[src/hts_pkg.sv]
// shared types, character codes and helpers for the hex tag stream loader
`timescale 1ns / 1ps
package hts_pkg;

  // stream characters
  localparam logic [7:0] CH_OPEN  = 8'h3C;  // '<'
  localparam logic [7:0] CH_CLOSE = 8'h3E;  // '>'
  localparam logic [7:0] CH_SLASH = 8'h2F;  // '/'

  // tag names, left justified, first character in the top byte
  localparam logic [63:0] NAME_ERASE = {"SetAddr", 8'h00};
  localparam logic [63:0] NAME_PROG  = "MemProgC";
  localparam logic [63:0] NAME_RUN   = {"Run", 40'h0};
  localparam logic [3:0]  LEN_ERASE  = 4'd7;
  localparam logic [3:0]  LEN_PROG   = 4'd8;
  localparam logic [3:0]  LEN_RUN    = 4'd3;

  // event codes
  localparam logic [1:0] EV_NONE  = 2'd0;
  localparam logic [1:0] EV_ERASE = 2'd1;
  localparam logic [1:0] EV_BYTE  = 2'd2;
  localparam logic [1:0] EV_RUN   = 2'd3;

  // status codes
  localparam logic [2:0] ST_BUSY     = 3'd0;
  localparam logic [2:0] ST_DONE     = 3'd1;
  localparam logic [2:0] ST_OVERFLOW = 3'd2;
  localparam logic [2:0] ST_FORMAT   = 3'd3;
  localparam logic [2:0] ST_BADCHAR  = 3'd4;

  // result word: event in the low two bits, then the 40-bit data part
  localparam int OUT_W = 42;

  // one queued command: a single result, or a packet burst read from the store
  typedef struct packed {
    logic        burst;
    logic [1:0]  ev;
    logic [2:0]  status;
    logic [6:0]  nbytes;
    logic [15:0] pnum;
  } cmd_t;

  function automatic logic [7:0] name_char(logic [63:0] name, logic [2:0] idx);
    logic [2:0] r;
    r = 3'd7 - idx;
    return name[{r, 3'b000} +: 8];
  endfunction

  // {not_hex, nibble}
  function automatic logic [4:0] hex_nib(logic [7:0] c);
    logic [4:0] v;
    if (c >= 8'h30 && c <= 8'h39) begin
      v = {1'b0, 4'(c - 8'h30)};
    end else if (c >= 8'h41 && c <= 8'h46) begin
      v = {1'b0, 4'(c - 8'h37)};
    end else if (c >= 8'h61 && c <= 8'h66) begin
      v = {1'b0, 4'(c - 8'h57)};
    end else begin
      v = 5'h10;
    end
    return v;
  endfunction

  function automatic logic [OUT_W-1:0] pack_result(logic [1:0] ev, logic [7:0] bval,
                                                   logic [6:0] nb, logic [15:0] pnum,
                                                   logic [2:0] st);
    return {6'b000000, st, pnum, nb, bval, ev};
  endfunction

endpackage

[src/hex_tag_stream_loader.sv]
// top level of the hex tag stream loader: front end, command queue, back end
//
//   channel  dir  tdata                               tlast          tuser
//   s_*      in   [7:0] in_char                       -              -
//   m_*      out  byte_value, packet_bytes,           last result    event_res
//                 packet_number, status (40 bits)     of a character
//
// - the front end takes one character per cycle and pushes exactly one command
//   per character into a four-entry queue; s_tready drops while the queue is full
// - a packet flush of n bytes holds the input until the back end has read all n
//   bytes out of the byte store, with one store read and one output load per
//   byte; other characters pass at one per cycle while the queue has room
// - results leave through an output register, so a stalled m_tready only backs
//   up into the queue and the front end keeps taking characters until it fills
// - rst is synchronous and active high; the byte store needs no clearing pass,
//   only bytes written since the last flush are ever read
`timescale 1ns / 1ps
module hex_tag_stream_loader #(
  parameter int BUFFER_CHARS = 64
) (
  input  logic        clk,
  input  logic        rst,
  input  logic        s_tvalid,
  output logic        s_tready,
  input  logic [7:0]  s_tdata,   // [7:0] in_char
  output logic        m_tvalid,
  input  logic        m_tready,
  output logic [39:0] m_tdata,   // [7:0] byte_value, [14:8] packet_bytes,
                                 // [30:15] packet_number, [33:31] status,
                                 // [39:34] zero
  output logic [1:0]  m_tuser,   // [1:0] event_res
  output logic        m_tlast    // last result of the character
);

  localparam int DEPTH = (BUFFER_CHARS / 2 > 1) ? BUFFER_CHARS / 2 : 1;
  localparam int AW    = (DEPTH > 1) ? $clog2(DEPTH) : 1;

  // front to queue
  logic          push, q_full;
  hts_pkg::cmd_t push_cmd;

  // queue to back
  logic          q_valid, q_pop;
  hts_pkg::cmd_t q_cmd;

  // byte store write port and burst completion
  logic          wr_en, burst_done;
  logic [AW-1:0] wr_addr;
  logic [7:0]    wr_data;

  // result word: event in the low bits, data part above
  logic [hts_pkg::OUT_W-1:0] out_word;

  assign m_tuser = out_word[1:0];
  assign m_tdata = out_word[41:2];

  hts_front #(
    .BUFFER_CHARS(BUFFER_CHARS)
  ) u_front (
    .clk       (clk),
    .rst       (rst),
    .in_valid  (s_tvalid),
    .in_ready  (s_tready),
    .in_char   (s_tdata),
    .q_full    (q_full),
    .push      (push),
    .cmd       (push_cmd),
    .burst_done(burst_done),
    .wr_en     (wr_en),
    .wr_addr   (wr_addr),
    .wr_data   (wr_data)
  );

  hts_fifo u_fifo (
    .clk  (clk),
    .rst  (rst),
    .push (push),
    .din  (push_cmd),
    .full (q_full),
    .pop  (q_pop),
    .dout (q_cmd),
    .valid(q_valid)
  );

  hts_back #(
    .BUFFER_CHARS(BUFFER_CHARS)
  ) u_back (
    .clk       (clk),
    .rst       (rst),
    .q_valid   (q_valid),
    .q_cmd     (q_cmd),
    .q_pop     (q_pop),
    .wr_en     (wr_en),
    .wr_addr   (wr_addr),
    .wr_data   (wr_data),
    .burst_done(burst_done),
    .out_valid (m_tvalid),
    .out_ready (m_tready),
    .out_data  (out_word),
    .out_last  (m_tlast)
  );

endmodule

[src/hts_front.sv]
// front end: character classification, tag matching and packet fill
`timescale 1ns / 1ps
module hts_front #(
  parameter int BUFFER_CHARS = 64,
  localparam int FW    = $clog2(BUFFER_CHARS + 1),
  localparam int DEPTH = (BUFFER_CHARS / 2 > 1) ? BUFFER_CHARS / 2 : 1,
  localparam int AW    = (DEPTH > 1) ? $clog2(DEPTH) : 1
) (
  input  logic           clk,
  input  logic           rst,
  input  logic           in_valid,
  output logic           in_ready,
  input  logic [7:0]     in_char,
  input  logic           q_full,
  output logic           push,
  output hts_pkg::cmd_t  cmd,
  input  logic           burst_done,
  output logic           wr_en,
  output logic [AW-1:0]  wr_addr,
  output logic [7:0]     wr_data
);

  typedef enum logic [3:0] {
    M_IDLE = 4'b0001,
    M_TAG  = 4'b0010,
    M_DATA = 4'b0100,
    M_DONE = 4'b1000
  } mode_t;

  mode_t         mode, mode_next;
  logic [FW-1:0] fill, fill_next, fill_d;
  logic [15:0]   packets, packets_next, packets_inc;
  logic [3:0]    hi, hi_next;
  logic          bad, bad_next, bad_d;
  logic          m_erase, m_prog, m_run;
  logic          m_erase_next, m_prog_next, m_run_next;
  logic          burst_out;
  logic          accept, full, open_c, close_c, flush, we_c;
  logic [7:0]    fill_ext;
  logic [4:0]    hx;

  assign in_ready    = !burst_out && !q_full;
  assign accept      = in_valid && in_ready;
  assign push        = accept;
  assign fill_ext    = 8'(fill);
  assign full        = (fill >= FW'(BUFFER_CHARS));
  assign open_c      = (in_char == hts_pkg::CH_OPEN);
  assign close_c     = (in_char == hts_pkg::CH_CLOSE) || (in_char == hts_pkg::CH_SLASH);
  assign hx          = hts_pkg::hex_nib(in_char);
  assign packets_inc = (packets == 16'hFFFF) ? packets : packets + 16'd1;
  assign wr_en       = we_c && accept;
  assign wr_addr     = AW'(fill >> 1);
  assign wr_data     = {hi, hx[3:0]};

  always_comb begin
    mode_next    = mode;
    fill_next    = fill;
    packets_next = packets;
    hi_next      = hi;
    bad_next     = bad;
    m_erase_next = m_erase;
    m_prog_next  = m_prog;
    m_run_next   = m_run;
    we_c         = 1'b0;
    fill_d       = fill;
    bad_d        = bad;
    flush        = 1'b0;
    cmd          = '{burst: 1'b0, ev: hts_pkg::EV_NONE, status: hts_pkg::ST_BUSY,
                     nbytes: 7'd0, pnum: packets};
    unique case (mode)
      M_IDLE: begin
        if (open_c) begin
          mode_next    = M_TAG;
          fill_next    = '0;
          m_erase_next = 1'b1;
          m_prog_next  = 1'b1;
          m_run_next   = 1'b1;
        end
      end
      M_TAG: begin
        if (close_c) begin
          if (full) begin
            cmd.status = hts_pkg::ST_OVERFLOW;
          end else begin
            mode_next = M_IDLE;
            if (m_erase && fill_ext == {4'd0, hts_pkg::LEN_ERASE}) begin
              cmd.ev = hts_pkg::EV_ERASE;
            end else if (m_prog && fill_ext == {4'd0, hts_pkg::LEN_PROG}) begin
              mode_next    = M_DATA;
              fill_next    = '0;
              packets_next = 16'd0;
              bad_next     = 1'b0;
              cmd.pnum     = 16'd0;
            end else if (m_run && fill_ext == {4'd0, hts_pkg::LEN_RUN}) begin
              mode_next  = M_DONE;
              cmd.ev     = hts_pkg::EV_RUN;
              cmd.status = hts_pkg::ST_DONE;
            end
          end
        end else if (full) begin
          cmd.status = hts_pkg::ST_OVERFLOW;
        end else begin
          // running prefix match against each tag name
          fill_next    = fill + 1'b1;
          m_erase_next = m_erase && (fill_ext < {4'd0, hts_pkg::LEN_ERASE}) &&
                         (in_char == hts_pkg::name_char(hts_pkg::NAME_ERASE, fill_ext[2:0]));
          m_prog_next  = m_prog && (fill_ext < {4'd0, hts_pkg::LEN_PROG}) &&
                         (in_char == hts_pkg::name_char(hts_pkg::NAME_PROG, fill_ext[2:0]));
          m_run_next   = m_run && (fill_ext < {4'd0, hts_pkg::LEN_RUN}) &&
                         (in_char == hts_pkg::name_char(hts_pkg::NAME_RUN, fill_ext[2:0]));
        end
      end
      M_DATA: begin
        if (!open_c && !full) begin
          fill_d = fill + 1'b1;
          bad_d  = bad | hx[4];
          // even positions hold the high nibble, odd positions write the byte
          if (!fill[0]) begin
            hi_next = hx[3:0];
          end else begin
            we_c = 1'b1;
          end
        end
        flush     = open_c || (fill_d >= FW'(BUFFER_CHARS));
        fill_next = fill_d;
        bad_next  = bad_d;
        if (flush) begin
          if (fill_d[0]) begin
            cmd.status = hts_pkg::ST_FORMAT;
          end else if (bad_d) begin
            cmd.status = hts_pkg::ST_BADCHAR;
          end else begin
            packets_next = packets_inc;
            cmd.pnum     = packets_inc;
            cmd.nbytes   = 7'(fill_d >> 1);
            if (cmd.nbytes != 7'd0) begin
              cmd.burst = 1'b1;
              cmd.ev    = hts_pkg::EV_BYTE;
            end
            fill_next = '0;
            bad_next  = 1'b0;
            if (open_c) begin
              mode_next = M_IDLE;
            end
          end
        end
      end
      M_DONE: begin
        cmd.status = hts_pkg::ST_FORMAT;
      end
      default: begin
        mode_next = M_IDLE;
      end
    endcase
  end

  always_ff @(posedge clk) begin
    if (rst) begin
      mode      <= M_IDLE;
      fill      <= '0;
      packets   <= 16'd0;
      bad       <= 1'b0;
      m_erase   <= 1'b0;
      m_prog    <= 1'b0;
      m_run     <= 1'b0;
      burst_out <= 1'b0;
    end else begin
      if (accept) begin
        mode    <= mode_next;
        fill    <= fill_next;
        packets <= packets_next;
        bad     <= bad_next;
        m_erase <= m_erase_next;
        m_prog  <= m_prog_next;
        m_run   <= m_run_next;
      end
      if (accept && cmd.burst) begin
        burst_out <= 1'b1;
      end else if (burst_done) begin
        burst_out <= 1'b0;
      end
    end
  end

  always_ff @(posedge clk) begin
    if (accept) begin
      hi <= hi_next;
    end
  end

endmodule

[src/hts_fifo.sv]
// four-entry command queue between front and back
`timescale 1ns / 1ps
module hts_fifo (
  input  logic          clk,
  input  logic          rst,
  input  logic          push,
  input  hts_pkg::cmd_t din,
  output logic          full,
  input  logic          pop,
  output hts_pkg::cmd_t dout,
  output logic          valid
);

  hts_pkg::cmd_t entry [4];
  logic [1:0]    wptr, rptr;
  logic [2:0]    count;

  assign full  = (count == 3'd4);
  assign valid = (count != 3'd0);
  assign dout  = entry[rptr];

  always_ff @(posedge clk) begin
    if (rst) begin
      wptr  <= 2'd0;
      rptr  <= 2'd0;
      count <= 3'd0;
    end else begin
      if (push) begin
        wptr <= wptr + 2'd1;
      end
      if (pop) begin
        rptr <= rptr + 2'd1;
      end
      if (push && !pop) begin
        count <= count + 3'd1;
      end else if (pop && !push) begin
        count <= count - 3'd1;
      end
    end
  end

  always_ff @(posedge clk) begin
    if (push) begin
      entry[wptr] <= din;
    end
  end

endmodule

[src/hts_back.sv]
// back end: packet byte store, burst readout and output register
`timescale 1ns / 1ps
module hts_back #(
  parameter int BUFFER_CHARS = 64,
  localparam int DEPTH = (BUFFER_CHARS / 2 > 1) ? BUFFER_CHARS / 2 : 1,
  localparam int AW    = (DEPTH > 1) ? $clog2(DEPTH) : 1
) (
  input  logic                      clk,
  input  logic                      rst,
  input  logic                      q_valid,
  input  hts_pkg::cmd_t             q_cmd,
  output logic                      q_pop,
  input  logic                      wr_en,
  input  logic [AW-1:0]             wr_addr,
  input  logic [7:0]                wr_data,
  output logic                      burst_done,
  output logic                      out_valid,
  input  logic                      out_ready,
  output logic [hts_pkg::OUT_W-1:0] out_data,
  output logic                      out_last
);

  typedef enum logic [2:0] {
    B_IDLE = 3'b001,
    B_READ = 3'b010,
    B_EMIT = 3'b100
  } bstate_t;

  bstate_t                   state, state_next;
  logic [7:0]                mem [DEPTH];
  logic [7:0]                rd_data;
  logic [AW-1:0]             raddr, raddr_next;
  logic [6:0]                left, left_next;
  logic [6:0]                nbytes, nbytes_next;
  logic [15:0]               pnum, pnum_next;
  logic                      out_free, load, ld_last;
  logic [hts_pkg::OUT_W-1:0] ld_data;

  assign out_free = !out_valid || out_ready;

  always_comb begin
    state_next  = state;
    raddr_next  = raddr;
    left_next   = left;
    nbytes_next = nbytes;
    pnum_next   = pnum;
    q_pop       = 1'b0;
    load        = 1'b0;
    ld_last     = 1'b1;
    burst_done  = 1'b0;
    ld_data     = hts_pkg::pack_result(q_cmd.ev, 8'd0, 7'd0, q_cmd.pnum, q_cmd.status);
    unique case (state)
      B_IDLE: begin
        if (q_valid) begin
          if (q_cmd.burst) begin
            q_pop       = 1'b1;
            left_next   = q_cmd.nbytes;
            nbytes_next = q_cmd.nbytes;
            pnum_next   = q_cmd.pnum;
            raddr_next  = '0;
            state_next  = B_READ;
          end else if (out_free) begin
            q_pop = 1'b1;
            load  = 1'b1;
          end
        end
      end
      B_READ: begin
        state_next = B_EMIT;
      end
      B_EMIT: begin
        if (out_free) begin
          load    = 1'b1;
          ld_data = hts_pkg::pack_result(hts_pkg::EV_BYTE, rd_data, nbytes, pnum,
                                         hts_pkg::ST_BUSY);
          ld_last = (left == 7'd1);
          if (left == 7'd1) begin
            burst_done = 1'b1;
            state_next = B_IDLE;
          end else begin
            left_next  = left - 7'd1;
            raddr_next = raddr + 1'b1;
            state_next = B_READ;
          end
        end
      end
      default: begin
        state_next = B_IDLE;
      end
    endcase
  end

  always_ff @(posedge clk) begin
    if (wr_en) begin
      mem[wr_addr] <= wr_data;
    end
    rd_data <= mem[raddr];
  end

  always_ff @(posedge clk) begin
    if (rst) begin
      state     <= B_IDLE;
      out_valid <= 1'b0;
    end else begin
      state <= state_next;
      if (load) begin
        out_valid <= 1'b1;
      end else if (out_ready) begin
        out_valid <= 1'b0;
      end
    end
  end

  always_ff @(posedge clk) begin
    raddr  <= raddr_next;
    left   <= left_next;
    nbytes <= nbytes_next;
    pnum   <= pnum_next;
    if (load) begin
      out_data <= ld_data;
      out_last <= ld_last;
    end
  end

endmodule

[config.mk]
export PLATFORM = sky130hd
export DESIGN_NAME = hex_tag_stream_loader
export DESIGN_NICKNAME = d
export VERILOG_FILES = /design/src/hts_pkg.sv /design/src/hex_tag_stream_loader.sv /design/src/hts_front.sv /design/src/hts_fifo.sv /design/src/hts_back.sv
export SDC_FILE = /design/constraint.sdc
export NUM_CORES = 1
export LEC_CHECK = 0
export BUFFER_PORTS_ARGS = -buffer_cell sky130_fd_sc_hd__buf_4
export CAP_MARGIN = 20
export CORE_MARGIN = 4
export CORE_UTILIZATION = 50
export CTS_BUF_LIST = sky130_fd_sc_hd__clkbuf_4
export DETAILED_ROUTE_END_ITERATION = 7
export PLACE_DENSITY = 0.66
export SLEW_MARGIN = 20
export SYNTH_ARGS = -nofsm -noshare
export SYNTH_HDL_FRONTEND = slang
export SYNTH_SLANG_ARGS = --single-unit
[constraint.sdc]
create_clock -name clk -period 4.8 [get_ports clk]
set_clock_uncertainty 0.2 [all_clocks]
set_input_delay 0.96 -clock clk [delete_from_list [all_inputs] [get_ports clk]]
set_output_delay 0.96 -clock clk [all_outputs]
set_load 0.02 [all_outputs]
* Word-level counts from Yosys, hierarchy flattened *
Memory sizes are Yosys's and may differ from the RTL's. A register that Yosys moved wholly into a read port is not among the register bits.
Index checks and enable logic that the tools add are counted.

word-level totals
  bits in registers = 125
  RAM bits = 372
  input bits = 12
  output and inout port bits = 45
  logic and storage cells = 255
  memories = 2

operators by class
  add/subtract/negate cells = 12
  magnitude comparators = 11
  eq/ne operators = 35
  shift operators = 3
  muxes and demuxes = 119
  bitwise logic cells = 3
  reduce and logical (&&, ||, !) cells = 48

memory list
  name          depth  width  rd ports  clocked after Yosys merged registers in  write ports  line            RTL
  u_back.mem    32     8      1         1                                        1            hts_back.sv:30  logic [7:0] mem [DEPTH];
  u_fifo.entry  4      29     1         1                                        1            hts_fifo.sv:14  hts_pkg::cmd_t entry [4];

operators with widths
  kind                                                               count
  variable part select 64 x 7 -> 8 bit, first input constant         3
  2-to-1 mux 16 bit                                                  8
  2-to-1 mux 7 bit                                                   16
  2-to-1 mux 36 bit                                                  2
  one-hot mux 16 bit (2 select lines)                                2
  2-to-1 mux 5 bit                                                   9
  2-to-1 mux 22 bit                                                  2
  2-to-1 mux 4 bit                                                   10
  2-to-1 mux 3 bit                                                   13
  2-to-1 mux 1 bit                                                   37
  2-to-1 mux 29 bit                                                  1
  == test 8 x 6 -> 1 bit, second input constant                      3
  == test 8 bit                                                      3
  one-hot mux 7 bit (3 select lines)                                 1
  logical AND 1 bit                                                  19
  one-hot mux 3 bit (3 select lines)                                 2
  adder 16 x 1 -> 16 bit, second input constant                      1
  == test 16 bit, second input constant                              1
  greater-or-equal comparator 8 x 7 -> 1 bit, second input constant  2
  less-or-equal comparator 8 x 7 -> 1 bit, second input constant     2
  != test 2 bit, second input constant                               8
  one-hot mux 4 bit (4 select lines)                                 1
  AND reduction 5 bit                                                3
  greater-or-equal comparator 7 bit, second input constant           2
  other kinds (44)                                                   80

* Longest topological paths before layout *
  depth after elaboration = 14
  mapped depth = 15
  gate-level depth less buffers = 11

* Modules after synthesis *
Synthesis repeated with hierarchy kept, for this count alone.

unflattened totals
  cell total of the unflattened synthesis = 1337
  area total of the unflattened synthesis = 21244.1 sq um

by module, submodules not included
  module     instances  cells each  area an instance (sq um)  sequential area each (sq um)
  hts_back   1          698         13339.0                   10089.7
  hts_fifo   1          195         4623.2                    3663.5
  hts_front  1          444         3281.9                    760.7

* Worst setup path before layout *
Ideal clock, no wire load.

  path type = input to register
  from = input s_tdata[0]
  to = memory u_fifo.entry[0][11] in the netlist's numbering, data pin
  setup time = 0.272 ns
  arrival time = 3.864 ns
  data required time = 4.328 ns
  path slack = 0.464 ns
  cell stages on the path = 14
  buffers on the path = 3
  cell sequence = clkbuf_1 > inv_1 > ha_1 > and3_1 > clkbuf_1 > a21o_4 > inv_2 > buf_4 > ha_1 > nor2_1 > o21ai_0 > nor3_2 > nor2_1 > a221o_1

RTL lines
  what         line                         RTL
  from (decl)  hex_tag_stream_loader.sv:25  input logic [7:0] s_tdata,
  to (decl)    hts_fifo.sv:14

==> results.json <==
{
  "antenna_left": 0,
  "io_buffers": 49,
  "slew_headroom_pct": 32.3,
  "dr.pass1.iters": 5,
  "cts_tree": "built",
  "async_flop_share_pct": 0,
  "met3WireLength_um": 3070,
  "nets": 1471,
  "fillCellCount": 3188,
  "synthesis.area_um2": 20900,
  "viasPerCell": 5.81,
  "grt_max_degree": 67,
  "cts_resized": 0,
  "root_buffer": "clkbuf_4",
  "rr_startpoint": "u_front.fill[0]",
  "stdcell_count": 2067,
  "placed_cells": 1845,
  "hold_class": "register to register",
  "met1_length_um": 20500,
  "rr_worst_depth": 7,
  "multi_input_area_um2": 6150,
  "cts.clk_slew.worst_paths_ps": 70,
  "required_ps": 5130,
  "seq_area_um2": 14300,
  "powerDensity_nw_per_um2": 446,
  "peakVddDrop_v": 0.000244,
  "place_congestion": 0.930,
  "path_class": "input port to register",
  "met2_length_um": 20700,
  "final.setup.worst_slack_ps": 1120,
  "avgSynthCellArea_um2": 16.5,
  "finalWirelength_um": 45000,
  "crit_fanout": 12,
  "crit_path_end": "u_fifo.entry[1][4]",
  "end_kind": "register",
  "reg2reg_to": "u_fifo.entry[3][27]",
  "cpMaxStageDelayCell": "o31ai_1",
  "synth-edff-count": 442,
  "rows": 74,
  "gr-total-overflow": 0,
  "cts_buffers": 117,
  "r2r_slack_ps": 1210,
  "area_delta_synth_final_pct": 13.8,
  "maxSlewViolCount": 0,
  "grt_first_pass_wirelength_um": 69600,
  "ios": 57,
  "htreeDepth": 3,
  "clkSinkCount": 495,
  "setup_tns_ps": 0,
  "synth.distinct_cells": 77,
  "status": "finished clean",
  "hold_viol_final": 0,
  "final_area_um2": 23800,
  "post-cts-setup-buffers": 0,
  "die_w_um": 212,
  "setup.worst_path.start": "s_tdata[0]",
  "dr.max_layer_used": "met5",
  "setup_viol": 0,
  "period_share_pct": 76.8,
  "synth_ff_type": "edfxtp_1",
  "die_area_um2": 45100,
  "cts.path.max_buffers": 3,
  "critPathTopFamily": "simple AND/OR/NAND/NOR gates",
  "vias": 12009,
  "max_stage_delay_ps": 450,
  "tightest_slew_ps": 1010,
  "arrival_ps": 4020,
  "place_area_um2": 22100,
  "cts_hold_buffers": 0,
  "wl_per_cell_um": 21.8,
  "critPathBufInv": 4,
  "dp_slack_ps": 344,
  "synth_warnings": 0,
  "initial_utilization_pct": 50.9,
  "postSynthRegisterBits": 495,
  "clock_latency_ps": 840,
  "fin_hold_ws_ps": 292,
  "cap_violations": 0,
  "core_um2": 41000,
  "syn_inst": 1263,
  "p_leak_nw": 7.15,
  "crit_chain": "buf_4, inv_1, ha_1, and3_1, a21o_4, inv_2, ha_1, or2_2, a21oi_4, nand3_1, buf_4, o31ai_1",
  "grt_use_total_pct": 20.3,
  "grt_pass1_vias": 11853,
  "period_needed_ps": 3680,
  "drive_gt1_share_pct": 31.3,
  "die_y_um": 212,
  "synth-seq-area-share_pct": 68.7,
  "fmax_mhz": 271,
  "drc": 0,
  "cp-start-kind": "input port",
  "dp_hpwl_um": 29400,
  "antenna_found_initial": 3,
  "cp.depth": 12,
  "rsz0062_at_grt": "no",
  "drt_iter0_markers": 964
}
-- cell usage after synthesis, drive strengths merged (10+ instances only) --
master	n	area, um2
inv	23	86.3
mux4	108	2430
nand2	44	165
edfxtp	442	13300
and2	17	106
ha	21	263
nor2	96	360
o21ai	39	195
a21oi	49	260
buf	34	215
mux2	26	293
nor3	29	150
xnor2	17	149
a31oi	15	93.8
or3	11	68.8
dfxtp	53	1060
a21o	10	82.6
nand3	24	120
and3	17	106
clkbuf	38	143
-- final cells by class --
class / count / share of cell area, %
antenna: 5 / 0.0527
timing repair buffer: 121 / 4.14
clock buffer: 179 / 5.66
clock inverter: 33 / 0.769
tap: 532 / 2.80
sequential: 495 / 60.3
inverter: 23 / 0.363
multi-input combinational: 679 / 25.9
-- layer usage --
layer	global-route usage (%)	vias to the layer above
met5	0	-
li1	-	5448
met3	4.90	57
met2	30.8	401
met4	4.78	2
met1	30.2	6101
-- cells by family (layout without fill, tap and decap cells) --
group	Yosys count	count (layout)	share of synthesized area, %
muxes	138	138	13.3
DFF	495	495	68.7
adders and majority gates	22	22	1.35
xor gates and xnor gates	26	26	1.09
AOI/OAI and AO/OA	178	178	5.71
and+or+nand+nor	308	308	7.76
other	1	12	0.0180
buffers and inverters	95	356	2.13
-- sequential cells by signal (all words and copies together), names as in the netlist, 2 cells and up, named ones only --
name             count
u_back.pnum         16
u_front.fill         7
u_back.raddr         5
u_fifo.wptr          2
u_front.packets     16
u_front.hi           4
u_back.left          7
u_fifo.entry       112
u_back.nbytes        6
u_back.out_data     35
u_fifo.count         3
u_back.mem         256
u_back.state         3
u_front.mode         4
u_back.rd_data       8
u_fifo.rptr          2
-- power breakdown --
part	switching, mW	total (mW)	internal (mW)
sequential	0.176	5.34	5.17
clock	1.58	3.38	1.80
combinational	1.06	1.88	0.818
-- metrics by stage --
step                      power (mW)  util (%)
after floorplan                 6.68         -
after global placement          7.27      53.9
after detailed placement        7.31      53.9
after CTS                       10.7      57.7
after global routing            11.1      57.9
final                           10.6      57.9
-- layout by cell type, fill, tap and decap left out, drive strengths merged, types with 9 or more instances in the layout --
master  synthesis  routed
and2           17      17
mux2           26      26
inv            23      25
a31oi          15      15
buf            34     121
clkinv          0      29
o31ai           9       9
mux4          108     108
and3           17      17
a21oi          49      49
nand2          44      44
ha             21      21
dfxtp          53      53
nor2           96      96
o21ai          39      39
xnor2          17      17
edfxtp        442     442
or3            11      11
nor3           29      29
a22o            9       9
xor2            9       9
nor2b           9       9
clkbuf         38     179
a21o           10      10
or2             9       9
nand3          24      24
-- how the worst min path moves through the flow --
stage / from / endpoint / slack [ps] / cells past startpoint
6_report: u_back.rd_data[6] / u_back.out_data[8] / 290 / 1
5_1_grt: rst / u_front.mode[2] / 300 / 2
4_1_cts: rst / u_front.mode[2] / 260 / 2
3_5_place_dp: u_back.state[0] / u_back.state[2] / 280 / 1
3_3_place_gp: u_back.state[0] / u_back.state[2] / 260 / 1
2_1_floorplan: u_back.state[0] / u_back.state[2] / 240 / 1
No activity file was read; power rests on OpenSTA's default activity.
